[src/rtl/dpps_pkg.sv]
// dpps_pkg: shared widths, reset values, register indexes and sequencer states
// for the dash pattern point segmenter
// depends on nothing
package dpps_pkg;

	localparam int MAX_RUN_DEF = 64;

	localparam int COORD_W = 24;
	localparam int TIME_W  = 32;
	localparam int WIDTH_W = 16;
	localparam int LEN_W   = 23;
	localparam int ID_W    = 32;
	localparam int DIFF_W  = COORD_W + 1;
	localparam int SQ_W    = 2 * DIFF_W;
	localparam int DIST_W  = DIFF_W;
	localparam int REM_W   = DIST_W + 1;
	localparam int ALU_W   = REM_W + 2;
	localparam int ROOT_STEPS = SQ_W / 2;
	localparam int CNT_W   = $clog2(ROOT_STEPS);
	localparam int CFG_IDX_W = 1;

	localparam logic [LEN_W-1:0] DASH_LEN_RST = LEN_W'(2560);
	localparam logic [LEN_W-1:0] GAP_LEN_RST  = LEN_W'(1280);

	typedef enum logic [CFG_IDX_W-1:0] {
		CFG_DASH_LENGTH = 1'b0,
		CFG_GAP_LENGTH  = 1'b1
	} cfg_reg_t;

	typedef enum logic [7:0] {
		S_IDLE  = 8'b0000_0001,
		S_FIRST = 8'b0000_0010,
		S_SQX   = 8'b0000_0100,
		S_SQY   = 8'b0000_1000,
		S_ROOT  = 8'b0001_0000,
		S_DIST  = 8'b0010_0000,
		S_SPACE = 8'b0100_0000,
		S_STEP  = 8'b1000_0000
	} seq_state_t;

endpackage

[src/rtl/dash_pattern_point_segmenter_unit.sv]
// dash_pattern_point_segmenter_unit: top level, splits a trail into dashes and gaps
// by travelled distance using one shared subtractor under a small sequencer
// depends on dpps_pkg
//
// channel | direction | handshake          | payload
// --------+-----------+--------------------+-----------------------------------------
// in      | request   | in_valid/in_stall  | pos_x pos_y time_stamp width new_stroke
// out     | result    | out_valid/out_stall| out_x out_y out_time out_width segment_id
//         |           |                    | last truncated
// cfg     | write     | cfg_wr_en          | cfg_index cfg_data
//
// first point of a stroke: its result is loaded in S_FIRST, which waits while the result stalls
// other points: two squares on one multiplier, 25 root digits and a zero check give the distance,
// then S_SPACE and S_STEP for each dash or gap step, the last included,
// at most MAX_RUN results; every step goes through the one shared subtractor
// in_stall is high from acceptance until the last step; a stalled result holds the sequencer
// reset is asynchronous and needs no clearing pass
module dash_pattern_point_segmenter_unit #(
	parameter int MAX_RUN = dpps_pkg::MAX_RUN_DEF
) (
	input  logic                                 clk,
	input  logic                                 arst_n,
	input  logic                                 in_valid,
	output logic                                 in_stall,
	input  logic signed [dpps_pkg::COORD_W-1:0]  pos_x,
	input  logic signed [dpps_pkg::COORD_W-1:0]  pos_y,
	input  logic        [dpps_pkg::TIME_W-1:0]   time_stamp,
	input  logic        [dpps_pkg::WIDTH_W-1:0]  width,
	input  logic                                 new_stroke,
	output logic                                 out_valid,
	input  logic                                 out_stall,
	output logic signed [dpps_pkg::COORD_W-1:0]  out_x,
	output logic signed [dpps_pkg::COORD_W-1:0]  out_y,
	output logic        [dpps_pkg::TIME_W-1:0]   out_time,
	output logic        [dpps_pkg::WIDTH_W-1:0]  out_width,
	output logic        [dpps_pkg::ID_W-1:0]     segment_id,
	output logic                                 last,
	output logic                                 truncated,
	input  logic                                 cfg_wr_en,
	input  logic        [dpps_pkg::CFG_IDX_W-1:0] cfg_index,
	input  logic        [dpps_pkg::LEN_W-1:0]    cfg_data
);

	localparam int N_W = $clog2(MAX_RUN);
	localparam int ROOT_STEPS = dpps_pkg::ROOT_STEPS;

	dpps_pkg::seq_state_t state_q, state_d;

	logic signed [dpps_pkg::COORD_W-1:0] x_q, y_q, prev_x_q, prev_y_q;
	logic        [dpps_pkg::TIME_W-1:0]  time_q;
	logic        [dpps_pkg::WIDTH_W-1:0] width_q;
	logic signed [dpps_pkg::DIFF_W-1:0]  dx_q, dy_q, mul_op;
	logic signed [dpps_pkg::SQ_W-1:0]    prod;
	logic        [dpps_pkg::SQ_W-1:0]    sq_q;
	logic        [dpps_pkg::REM_W-1:0]   rem_q, rem_next;
	logic        [dpps_pkg::DIST_W-1:0]  root_q, root_next, dist_q, r;
	logic        [dpps_pkg::CNT_W-1:0]   cnt_q;
	logic        [dpps_pkg::LEN_W-1:0]   space_q, dash_len_q, gap_len_q, dash_prog_q, gap_prog_q;
	logic        [N_W-1:0]               n_q;
	logic        [dpps_pkg::ID_W-1:0]    counter_q, emit_id;
	logic                                have_prev_q, in_gap_q, out_valid_q;

	logic [dpps_pkg::ALU_W-1:0] alu_a, alu_b;
	logic [dpps_pkg::ALU_W:0]   alu_diff;
	logic                       alu_lt;

	logic accept, emit_ok, emit, emit_last, emit_trunc, cap, r_zero, r_short;

	assign in_stall = (state_q != dpps_pkg::S_IDLE);
	assign accept   = in_valid && !in_stall;
	assign emit_ok  = !out_valid_q || !out_stall;
	assign out_valid = out_valid_q;

	// shared multiplier for the two squares
	assign mul_op = (state_q == dpps_pkg::S_SQX) ? dx_q : dy_q;
	assign prod   = mul_op * mul_op;

	// shared subtractor: root digits, space left, distance against space
	always_comb begin
		unique case (state_q)
			dpps_pkg::S_ROOT: begin
				alu_a = {rem_q, sq_q[dpps_pkg::SQ_W-1 -: 2]};
				alu_b = {1'b0, root_q, 2'b01};
			end
			dpps_pkg::S_SPACE: begin
				alu_a = dpps_pkg::ALU_W'(in_gap_q ? gap_len_q : dash_len_q);
				alu_b = dpps_pkg::ALU_W'(in_gap_q ? gap_prog_q : dash_prog_q);
			end
			default: begin
				alu_a = dpps_pkg::ALU_W'(dist_q);
				alu_b = dpps_pkg::ALU_W'(space_q);
			end
		endcase
	end

	assign alu_diff = {1'b0, alu_a} - {1'b0, alu_b};
	assign alu_lt   = alu_diff[dpps_pkg::ALU_W];

	assign root_next = {root_q[dpps_pkg::DIST_W-2:0], !alu_lt};
	assign rem_next  = alu_lt ? alu_a[dpps_pkg::REM_W-1:0] : alu_diff[dpps_pkg::REM_W-1:0];

	assign r       = alu_diff[dpps_pkg::DIST_W-1:0];
	assign r_zero  = (r == '0);
	assign r_short = (r < {2'b00, gap_len_q});
	assign cap     = (n_q == N_W'(MAX_RUN - 1));

	// sequencer
	always_comb begin
		state_d    = state_q;
		emit       = 1'b0;
		emit_id    = counter_q;
		emit_last  = 1'b0;
		emit_trunc = 1'b0;
		unique case (state_q)
			dpps_pkg::S_IDLE: begin
				if (accept) begin
					state_d = (new_stroke || !have_prev_q) ? dpps_pkg::S_FIRST : dpps_pkg::S_SQX;
				end
			end
			dpps_pkg::S_FIRST: begin
				if (emit_ok) begin
					emit      = 1'b1;
					emit_last = 1'b1;
					state_d   = dpps_pkg::S_IDLE;
				end
			end
			dpps_pkg::S_SQX: state_d = dpps_pkg::S_SQY;
			dpps_pkg::S_SQY: state_d = dpps_pkg::S_ROOT;
			dpps_pkg::S_ROOT: begin
				if (cnt_q == dpps_pkg::CNT_W'(ROOT_STEPS - 1)) begin
					state_d = dpps_pkg::S_DIST;
				end
			end
			dpps_pkg::S_DIST: begin
				state_d = (dist_q == '0) ? dpps_pkg::S_IDLE : dpps_pkg::S_SPACE;
			end
			dpps_pkg::S_SPACE: state_d = dpps_pkg::S_STEP;
			dpps_pkg::S_STEP: begin
				if (emit_ok) begin
					if (in_gap_q) begin
						if (alu_lt) begin
							state_d = dpps_pkg::S_IDLE;
						end else begin
							emit       = 1'b1;
							emit_id    = counter_q + dpps_pkg::ID_W'(1);
							emit_last  = r_zero || cap;
							emit_trunc = cap && !r_zero;
							state_d    = emit_last ? dpps_pkg::S_IDLE : dpps_pkg::S_SPACE;
						end
					end else begin
						emit = 1'b1;
						if (alu_lt) begin
							emit_last = 1'b1;
							state_d   = dpps_pkg::S_IDLE;
						end else begin
							// a short remainder ends inside the following gap
							emit_last  = r_zero || cap || r_short;
							emit_trunc = cap && !r_zero;
							state_d    = emit_last ? dpps_pkg::S_IDLE : dpps_pkg::S_SPACE;
						end
					end
				end
			end
			default: state_d = dpps_pkg::S_IDLE;
		endcase
	end

	// control and dash state
	always_ff @(posedge clk or negedge arst_n) begin
		if (!arst_n) begin
			state_q     <= dpps_pkg::S_IDLE;
			dash_len_q  <= dpps_pkg::DASH_LEN_RST;
			gap_len_q   <= dpps_pkg::GAP_LEN_RST;
			counter_q   <= '0;
			dash_prog_q <= '0;
			gap_prog_q  <= '0;
			in_gap_q    <= 1'b0;
			have_prev_q <= 1'b0;
			cnt_q       <= '0;
			n_q         <= '0;
			out_valid_q <= 1'b0;
		end else begin
			state_q <= state_d;
			if (cfg_wr_en) begin
				unique case (dpps_pkg::cfg_reg_t'(cfg_index))
					dpps_pkg::CFG_DASH_LENGTH: dash_len_q <= cfg_data;
					dpps_pkg::CFG_GAP_LENGTH:  gap_len_q  <= cfg_data;
				endcase
			end
			if (emit) begin
				out_valid_q <= 1'b1;
			end else if (!out_stall) begin
				out_valid_q <= 1'b0;
			end
			unique case (state_q)
				dpps_pkg::S_IDLE: begin
					if (accept) begin
						if (new_stroke) begin
							counter_q   <= counter_q + dpps_pkg::ID_W'(1);
							dash_prog_q <= '0;
							gap_prog_q  <= '0;
							in_gap_q    <= 1'b0;
						end
						if (new_stroke || !have_prev_q) begin
							have_prev_q <= 1'b1;
						end
					end
				end
				dpps_pkg::S_SQY:  cnt_q <= '0;
				dpps_pkg::S_ROOT: cnt_q <= cnt_q + dpps_pkg::CNT_W'(1);
				dpps_pkg::S_DIST: n_q <= '0;
				dpps_pkg::S_STEP: begin
					if (emit_ok) begin
						if (in_gap_q) begin
							if (alu_lt) begin
								gap_prog_q <= gap_prog_q + dist_q[dpps_pkg::LEN_W-1:0];
							end else begin
								in_gap_q    <= 1'b0;
								gap_prog_q  <= '0;
								dash_prog_q <= '0;
								counter_q   <= counter_q + dpps_pkg::ID_W'(1);
								n_q         <= n_q + N_W'(1);
							end
						end else if (alu_lt) begin
							dash_prog_q <= dash_prog_q + dist_q[dpps_pkg::LEN_W-1:0];
						end else begin
							dash_prog_q <= '0;
							in_gap_q    <= 1'b1;
							gap_prog_q  <= (!cap && !r_zero && r_short) ?
								r[dpps_pkg::LEN_W-1:0] : '0;
							n_q         <= n_q + N_W'(1);
						end
					end
				end
				default: begin
				end
			endcase
		end
	end

	// datapath and result registers
	always_ff @(posedge clk) begin
		unique case (state_q)
			dpps_pkg::S_IDLE: begin
				if (accept) begin
					x_q     <= pos_x;
					y_q     <= pos_y;
					time_q  <= time_stamp;
					width_q <= width;
					dx_q    <= {pos_x[dpps_pkg::COORD_W-1], pos_x} -
					           {prev_x_q[dpps_pkg::COORD_W-1], prev_x_q};
					dy_q    <= {pos_y[dpps_pkg::COORD_W-1], pos_y} -
					           {prev_y_q[dpps_pkg::COORD_W-1], prev_y_q};
				end
			end
			dpps_pkg::S_FIRST: begin
				if (emit_ok) begin
					prev_x_q <= x_q;
					prev_y_q <= y_q;
				end
			end
			dpps_pkg::S_SQX: sq_q <= unsigned'(prod);
			dpps_pkg::S_SQY: begin
				sq_q   <= sq_q + unsigned'(prod);
				rem_q  <= '0;
				root_q <= '0;
			end
			dpps_pkg::S_ROOT: begin
				rem_q  <= rem_next;
				root_q <= root_next;
				sq_q   <= {sq_q[dpps_pkg::SQ_W-3:0], 2'b00};
				if (cnt_q == dpps_pkg::CNT_W'(ROOT_STEPS - 1)) begin
					dist_q <= root_next;
				end
			end
			dpps_pkg::S_DIST: begin
				if (dist_q != '0) begin
					prev_x_q <= x_q;
					prev_y_q <= y_q;
				end
			end
			dpps_pkg::S_SPACE: begin
				space_q <= alu_lt ? '0 : alu_diff[dpps_pkg::LEN_W-1:0];
			end
			dpps_pkg::S_STEP: begin
				if (emit_ok && !alu_lt) begin
					dist_q <= r;
				end
			end
			default: begin
			end
		endcase
		if (emit) begin
			out_x      <= x_q;
			out_y      <= y_q;
			out_time   <= time_q;
			out_width  <= width_q;
			segment_id <= emit_id;
			last       <= emit_last;
			truncated  <= emit_trunc;
		end
	end

	a_trunc_on_last: assert property (@(posedge clk) disable iff (!arst_n)
		out_valid_q |-> (!truncated || last))
		else $error("truncated result without last");

	a_step_has_dist: assert property (@(posedge clk) disable iff (!arst_n)
		(state_q == dpps_pkg::S_STEP) |-> (dist_q != '0) && have_prev_q)
		else $error("dash step with no distance left");

	a_stroke_advances: assert property (@(posedge clk) disable iff (!arst_n)
		(accept && new_stroke) |=> (counter_q == $past(counter_q) + dpps_pkg::ID_W'(1)))
		else $error("new stroke did not advance the segment id");

	a_root_length: assert property (@(posedge clk) disable iff (!arst_n)
		(state_q == dpps_pkg::S_SQY) |=> (state_q == dpps_pkg::S_ROOT)
			##(ROOT_STEPS) (state_q == dpps_pkg::S_DIST))
		else $error("square root did not take its fixed digit count");

endmodule

[config.mk]
export PLATFORM = sky130hd
export DESIGN_NAME = dash_pattern_point_segmenter_unit
export DESIGN_NICKNAME = d
export VERILOG_FILES = /design/src/rtl/dpps_pkg.sv /design/src/rtl/dash_pattern_point_segmenter_unit.sv
export SDC_FILE = /design/constraint.sdc
export NUM_CORES = 2
export LEC_CHECK = 0
export BUFFER_PORTS_ARGS = -buffer_cell sky130_fd_sc_hd__buf_2
export CAP_MARGIN = 20
export CORE_AREA = 2 2 335 271
export CTS_CLUSTER_SIZE = 30
export DETAILED_ROUTE_END_ITERATION = 10
export DIE_AREA = 0 0 337 273
export GPL_TIMING_DRIVEN = 0
export PLACE_DENSITY = 0.78
export SLEW_MARGIN = 0
export SYNTH_ARGS = -nofsm -noshare
export SYNTH_HDL_FRONTEND = slang
export SYNTH_SLANG_ARGS = --single-unit
[constraint.sdc]
create_clock -name clk -period 15.12 [get_ports clk]
set_clock_uncertainty 0.15 [all_clocks]
set_input_delay 1.512 -clock clk [delete_from_list [all_inputs] [get_ports clk]]
set_output_delay 1.512 -clock clk [all_outputs]
set_load 0.05 [all_outputs]
* Yosys cells after proc, flatten, opt, wreduce, memory -nomap -nowiden
Cells that the tools add are included.
Operators by class: reduce and logical (&&, ||, !) cells 39, mux-type cells 72, multiply operators 1, equal/unequal tests 22, bitwise gates (word level) 2, order comparisons 1, $add $sub $neg 9
Operator list (count):
- two-way mux 23 bit | 13
- two-way mux 32 bit | 6
- one-hot mux 50 bit (3 select lines) | 1
- one-hot mux 25 bit (2 select lines) | 2
- two-way mux 24 bit | 4
- one-hot mux 24 bit (2 select lines) | 2
- one-hot mux 23 bit (2 select lines) | 2
- two-way mux 25 bit | 3
- one-hot mux 32 bit (2 select lines) | 1
- one-hot mux 8 bit (8 select lines) | 1
- one-hot mux 28 bit (2 select lines) | 1
- one-hot mux 27 bit (2 select lines) | 1
- one-hot mux 26 bit (2 select lines) | 1
- adder 50 bit | 1
- logical NOT 25 bit | 2
- multiplier 25 x 25 -> 50 bit | 1
- subtractor 24 x 24 -> 25 bit | 2
- adder 23 bit | 2
- two-way mux 8 bit | 5
- two-way mux 7 bit | 5
- adder 32 x 1 -> 32 bit, second input constant | 1
- subtractor 28 x 28 -> 29 bit | 1
- two-way mux 26 bit | 1
- < comparator 25 x 23 -> 1 bit | 1
- 34 further kinds | 86
Storage, ports and cells: input bits 126, register bits 619

* Longest topological paths before layout
depth after elaboration 12, gate-level depth with buffers 47

* Least setup slack after synthesis
No wires, ideal clock.
path kind flip-flop to flip-flop, from register state_q[7], to register sq_q[48] in the netlist's numbering (data pin), setup time 0.261 ns, arrival time 10.558 ns, data required time 14.709 ns, path slack 4.151 ns, cell stages (with the launch flop) 44, path buffers 4, path through dfrtp_1 > clkbuf_1 > nor4_1 > nand2_1 > nor3b_1 > clkbuf_1 > nand2_1 > nand2_1 > buf_2 > buf_1 > nand2_1 > fa_1 > inv_1 > fa_1 > inv_1 > fa_1 > fa_1 > inv_1 > [... 8 more ...] > or3_1 > o21ai_0 > a31oi_1 > nand3b_1 > a22oi_1 > xor2_1 > ha_1 > a21o_1 > a21oi_1 > nor2_1 > nor4_4 > a32oi_1 > a41o_1 > a221o_1 > a21oi_2 > o21ai_2 > xor2_1 > a221o_1
On the way: longest elaborated chain between the ends 5, elaborated cells between the ends (all ways) 7, those cells by class 1 x add/sub; 1 x mul; 3 x eq/ne; 2 x mux
Ends and longest elaborated chain:
- from (decl) | line dash_pattern_point_segmenter_unit.sv:47 | dpps_pkg::seq_state_t state_q, state_d;
- from (signal assigned) | line dash_pattern_point_segmenter_unit.sv:171 | state_q <= dpps_pkg::S_IDLE;
- from (signal assigned) | line dash_pattern_point_segmenter_unit.sv:183 | state_q <= state_d;
- equality test 8 x 3 -> 1 bit | line dash_pattern_point_segmenter_unit.sv:75, dash_pattern_point_segmenter_unit.sv:243
- two-way mux 25 bit | line dash_pattern_point_segmenter_unit.sv:75 | assign mul_op = (state_q == dpps_pkg::S_SQX) ? dx_q : dy_q;
- multiplier 25 x 25 -> 50 bit | line dash_pattern_point_segmenter_unit.sv:76 | assign prod = mul_op * mul_op;
- adder 50 bit | line dash_pattern_point_segmenter_unit.sv:264 | sq_q <= sq_q + unsigned'(prod);
- one-hot mux 50 bit (3 select lines) * | line dash_pattern_point_segmenter_unit.sv:243 | unique case (state_q)
- to (signal assigned) | line dash_pattern_point_segmenter_unit.sv:262 | dpps_pkg::S_SQX: sq_q <= unsigned'(prod);
- to (signal assigned) | line dash_pattern_point_segmenter_unit.sv:264
- to (signal assigned) | line dash_pattern_point_segmenter_unit.sv:271 | sq_q <= {sq_q[dpps_pkg::SQ_W-3:0], 2'b00};
- to (decl) | line dash_pattern_point_segmenter_unit.sv:54 | logic [dpps_pkg::SQ_W-1:0] sq_q;
Mark *: on every way between the ends. The rest lies on a longest branch, timed or not. A chain may end at the register's enable or synchronous reset.

* Final worst setup path
Ends and elaborated chain as after synthesis.

==> results.cfg <==
[route]
vias_per_cell = 5.89
initialDrtViolationCount = 4212
drc_errors = 0
num_vias = 38864
first_pass_iters = 8
ant_nets = 0
post_drt_wl_per_cell_um = 21.9
drt_wl_total_mm = 145

[floorplan]
start_util = 0.595
io_pins = 258
rows = 98
die_x_um = 337
die-area_mm2 = 0.0920
core_area_mm2 = 0.0887
die_y_um = 273

[critical_path]
critPathMaxStageDelay_ns = 0.97
crit_arrival_ns = 13.99
cpMaxStageDelayCell = clkbuf_1
worst-setup-path-type = reg -> reg
end_kind = register
rrSetupSlack_ns = 1.36
start_kind = register
reg2reg_from = state_q[7]
r2r-end = sq_q[48]
cp_common_cell = fa_1
critical_path.max_fanout = 10
reg2reg_depth = 45
cp_data_required_time_ns = 15.35

[min_path]
hp-class = reg -> reg
min_from = width_q[12]
holdPathEnd = out_width[12]
hold_depth = 0

[run_status]
outcome = finished clean

[sta]
final.min_clock_period_ns = 13.76
rsz0062_at_grt = false
worst_slew_pin_slew_ns = 1.27
hold_viol_final = 0
finalCritPeriodShare = 0.910
finalMaxSlewViolations = 0
hold_ws_ns = 0.264
finalSetupTns_ns = 0
max_freq_mhz = 72.7
finalSetupViolations = 0
slew_headroom = 0.156
layout_setup_ws_ns = 1.36

[clock_network]
clk_path_buf_depth = 3
hold_buffers = 0
cts-root-buf = clkbuf_16
clkTransAtPathRegs_ns = 0.06
clkSinkCount = 619
worstSkewPairLatency_ns = 0.64
cts_buffers = 68
cts_max_level = 3
cts_tree = built
cts_setup_buffers = 0
cts_resized = 0

[placed_design]
gp_congestion = 1.02
dp_hpwl_mm = 114
preCtsSetupSlack_ns = 1.70
port_buffers = 257

[layout]
postLayoutCoreUtil = 0.655
fillers = 6857
layout.nets = 6421
drive_above_1_share = 0.101
area_growth_pct = 10.2
seqCellArea_mm2 = 0.0179
multi_input_area_mm2 = 0.0309

[yosys]
synth_top_area_cell = edfxtp_1
syn_inst = 4995
ys_top_cells_by_count = inv_1 (911), fa_1 (610), nand2_1 (480)
avgSynthCellArea_um2 = 10.6
synthArstFlopShare = 0.236
synth.top_cell.area_share = 0.269
synthFlopType = edfxtp_1
synth_cell_types = 98
yosys_register_bits = 619
yosys_warnings = 0
synth.area.top_cells = edfxtp_1 (27%), fa_1 (23%), ha_1 (8.1%)
yosysMostFrequentCell = inv_1
syn_area_mm2 = 0.0527
synth_edf_count = 473
syn_nets = 6074
synth_seq_area_share = 0.339

[grt]
track_usage = 0.319
grt_pass1_wl_mm = 223
grt_pass1_vias = 39231
grt-ovfl-total = 0
antenna_found_initial = 5
grt_max_degree = 90

[flow_run]
cap_viol_max_count = 0
routing by layer:
metal | track usage | vias to the layer above | routed length [µm] | part of all wire
met5 | 0.00415 | - | 85 | 0.00059
met4 | 0.0858 | 4 | 4290 | 0.030
met3 | 0.117 | 331 | 19200 | 0.13
met2 | 0.463 | 2058 | 61700 | 0.43
met1 | 0.454 | 19222 | 59500 | 0.41
li1 | - | 17249 | - | -
how the worst max path moves through the flow:
stage	from	end	slack, ns	depth (start not counted)
2_1_floorplan	state_q[7]	sq_q[48]	4.15	43
3_3_place_gp	state_q[7]	sq_q[49]	1.14	43
3_5_place_dp	state_q[7]	sq_q[48]	1.70	45
4_1_cts	state_q[0]	sq_q[48]	1.66	42
5_1_grt	state_q[7]	sq_q[49]	0.76	45
6_report	state_q[7]	sq_q[48]	1.36	45
cells by family after synthesis:
logic type	synth area share
AND/OR/NAND/NOR	0.101
buffers and inverters	0.0757
adder cells (fa/ha/maj)	0.313
AO/OA/AOI/OAI	0.104
flip-flops	0.339
XOR/XNOR	0.0436
multiplexers	0.0234
worst max-delay path: cells and delay by family (launching register included):
| kind | cells | cell delay [ns] |
|---|---|---|
| xor gates and xnor gates | 2 | 0.40 |
| buffers and inverters | 11 | 3.26 |
| AOI/OAI and AO/OA | 14 | 3.71 |
| and+or+nand+nor | 8 | 1.19 |
| DFF | 1 | 0.32 |
| muxes | 1 | 0.17 |
| adders and majority gates | 9 | 4.27 |
stage by stage:
| step | area (µm²) | std cells |
|---|---|---|
| finish | 58100 | 6600 |
| global route | 58100 | 6598 |
| CTS | 58000 | 6591 |
| detailed placement | 55800 | 6467 |
| global placement | 55500 | 6452 |
| floorplan | 52700 | 4995 |
sequential cells by signal, summed over array words and instances, names as in the netlist, 26 cells and up:
| signal | flops |
|---|---|
| counter_q | 32 |
| out_time | 32 |
| rem_q | 26 |
| segment_id | 32 |
| sq_q | 50 |
| time_q | 32 |
cells in the final DEF, fill, tap and decap left out, drive strengths merged, types with 46 or more instances in the layout:
| cell | instances |
|---|---|
| a21o | 78 |
| fa | 610 |
| ha | 343 |
| a21oi | 191 |
| edfxtp | 473 |
| mux2i | 48 |
| dfrtp | 141 |
| inv | 918 |
| buf | 309 |
| nand2 | 481 |
| mux2 | 67 |
| o21ai | 187 |
| xnor2 | 182 |
| nor2 | 376 |
| nand3 | 46 |
| clkbuf | 190 |
| xor2 | 79 |
cell type report:
type / count / area share
Inverter: 916 / 0.0593
Buffer: 136 / 0.00956
Tap cell: 1200 / 0.0258
Timing Repair Buffer: 277 / 0.0268
Sequential cell: 619 / 0.308
Clock inverter: 38 / 0.00778
Antenna cell: 4 / 0.000172
Multi-Input combinational cell: 3324 / 0.532
Clock buffer: 86 / 0.0311
Power is left out: the tool's default activity adds up to more than one toggle a clock period on the data nets, which glitch-free logic cannot reach.
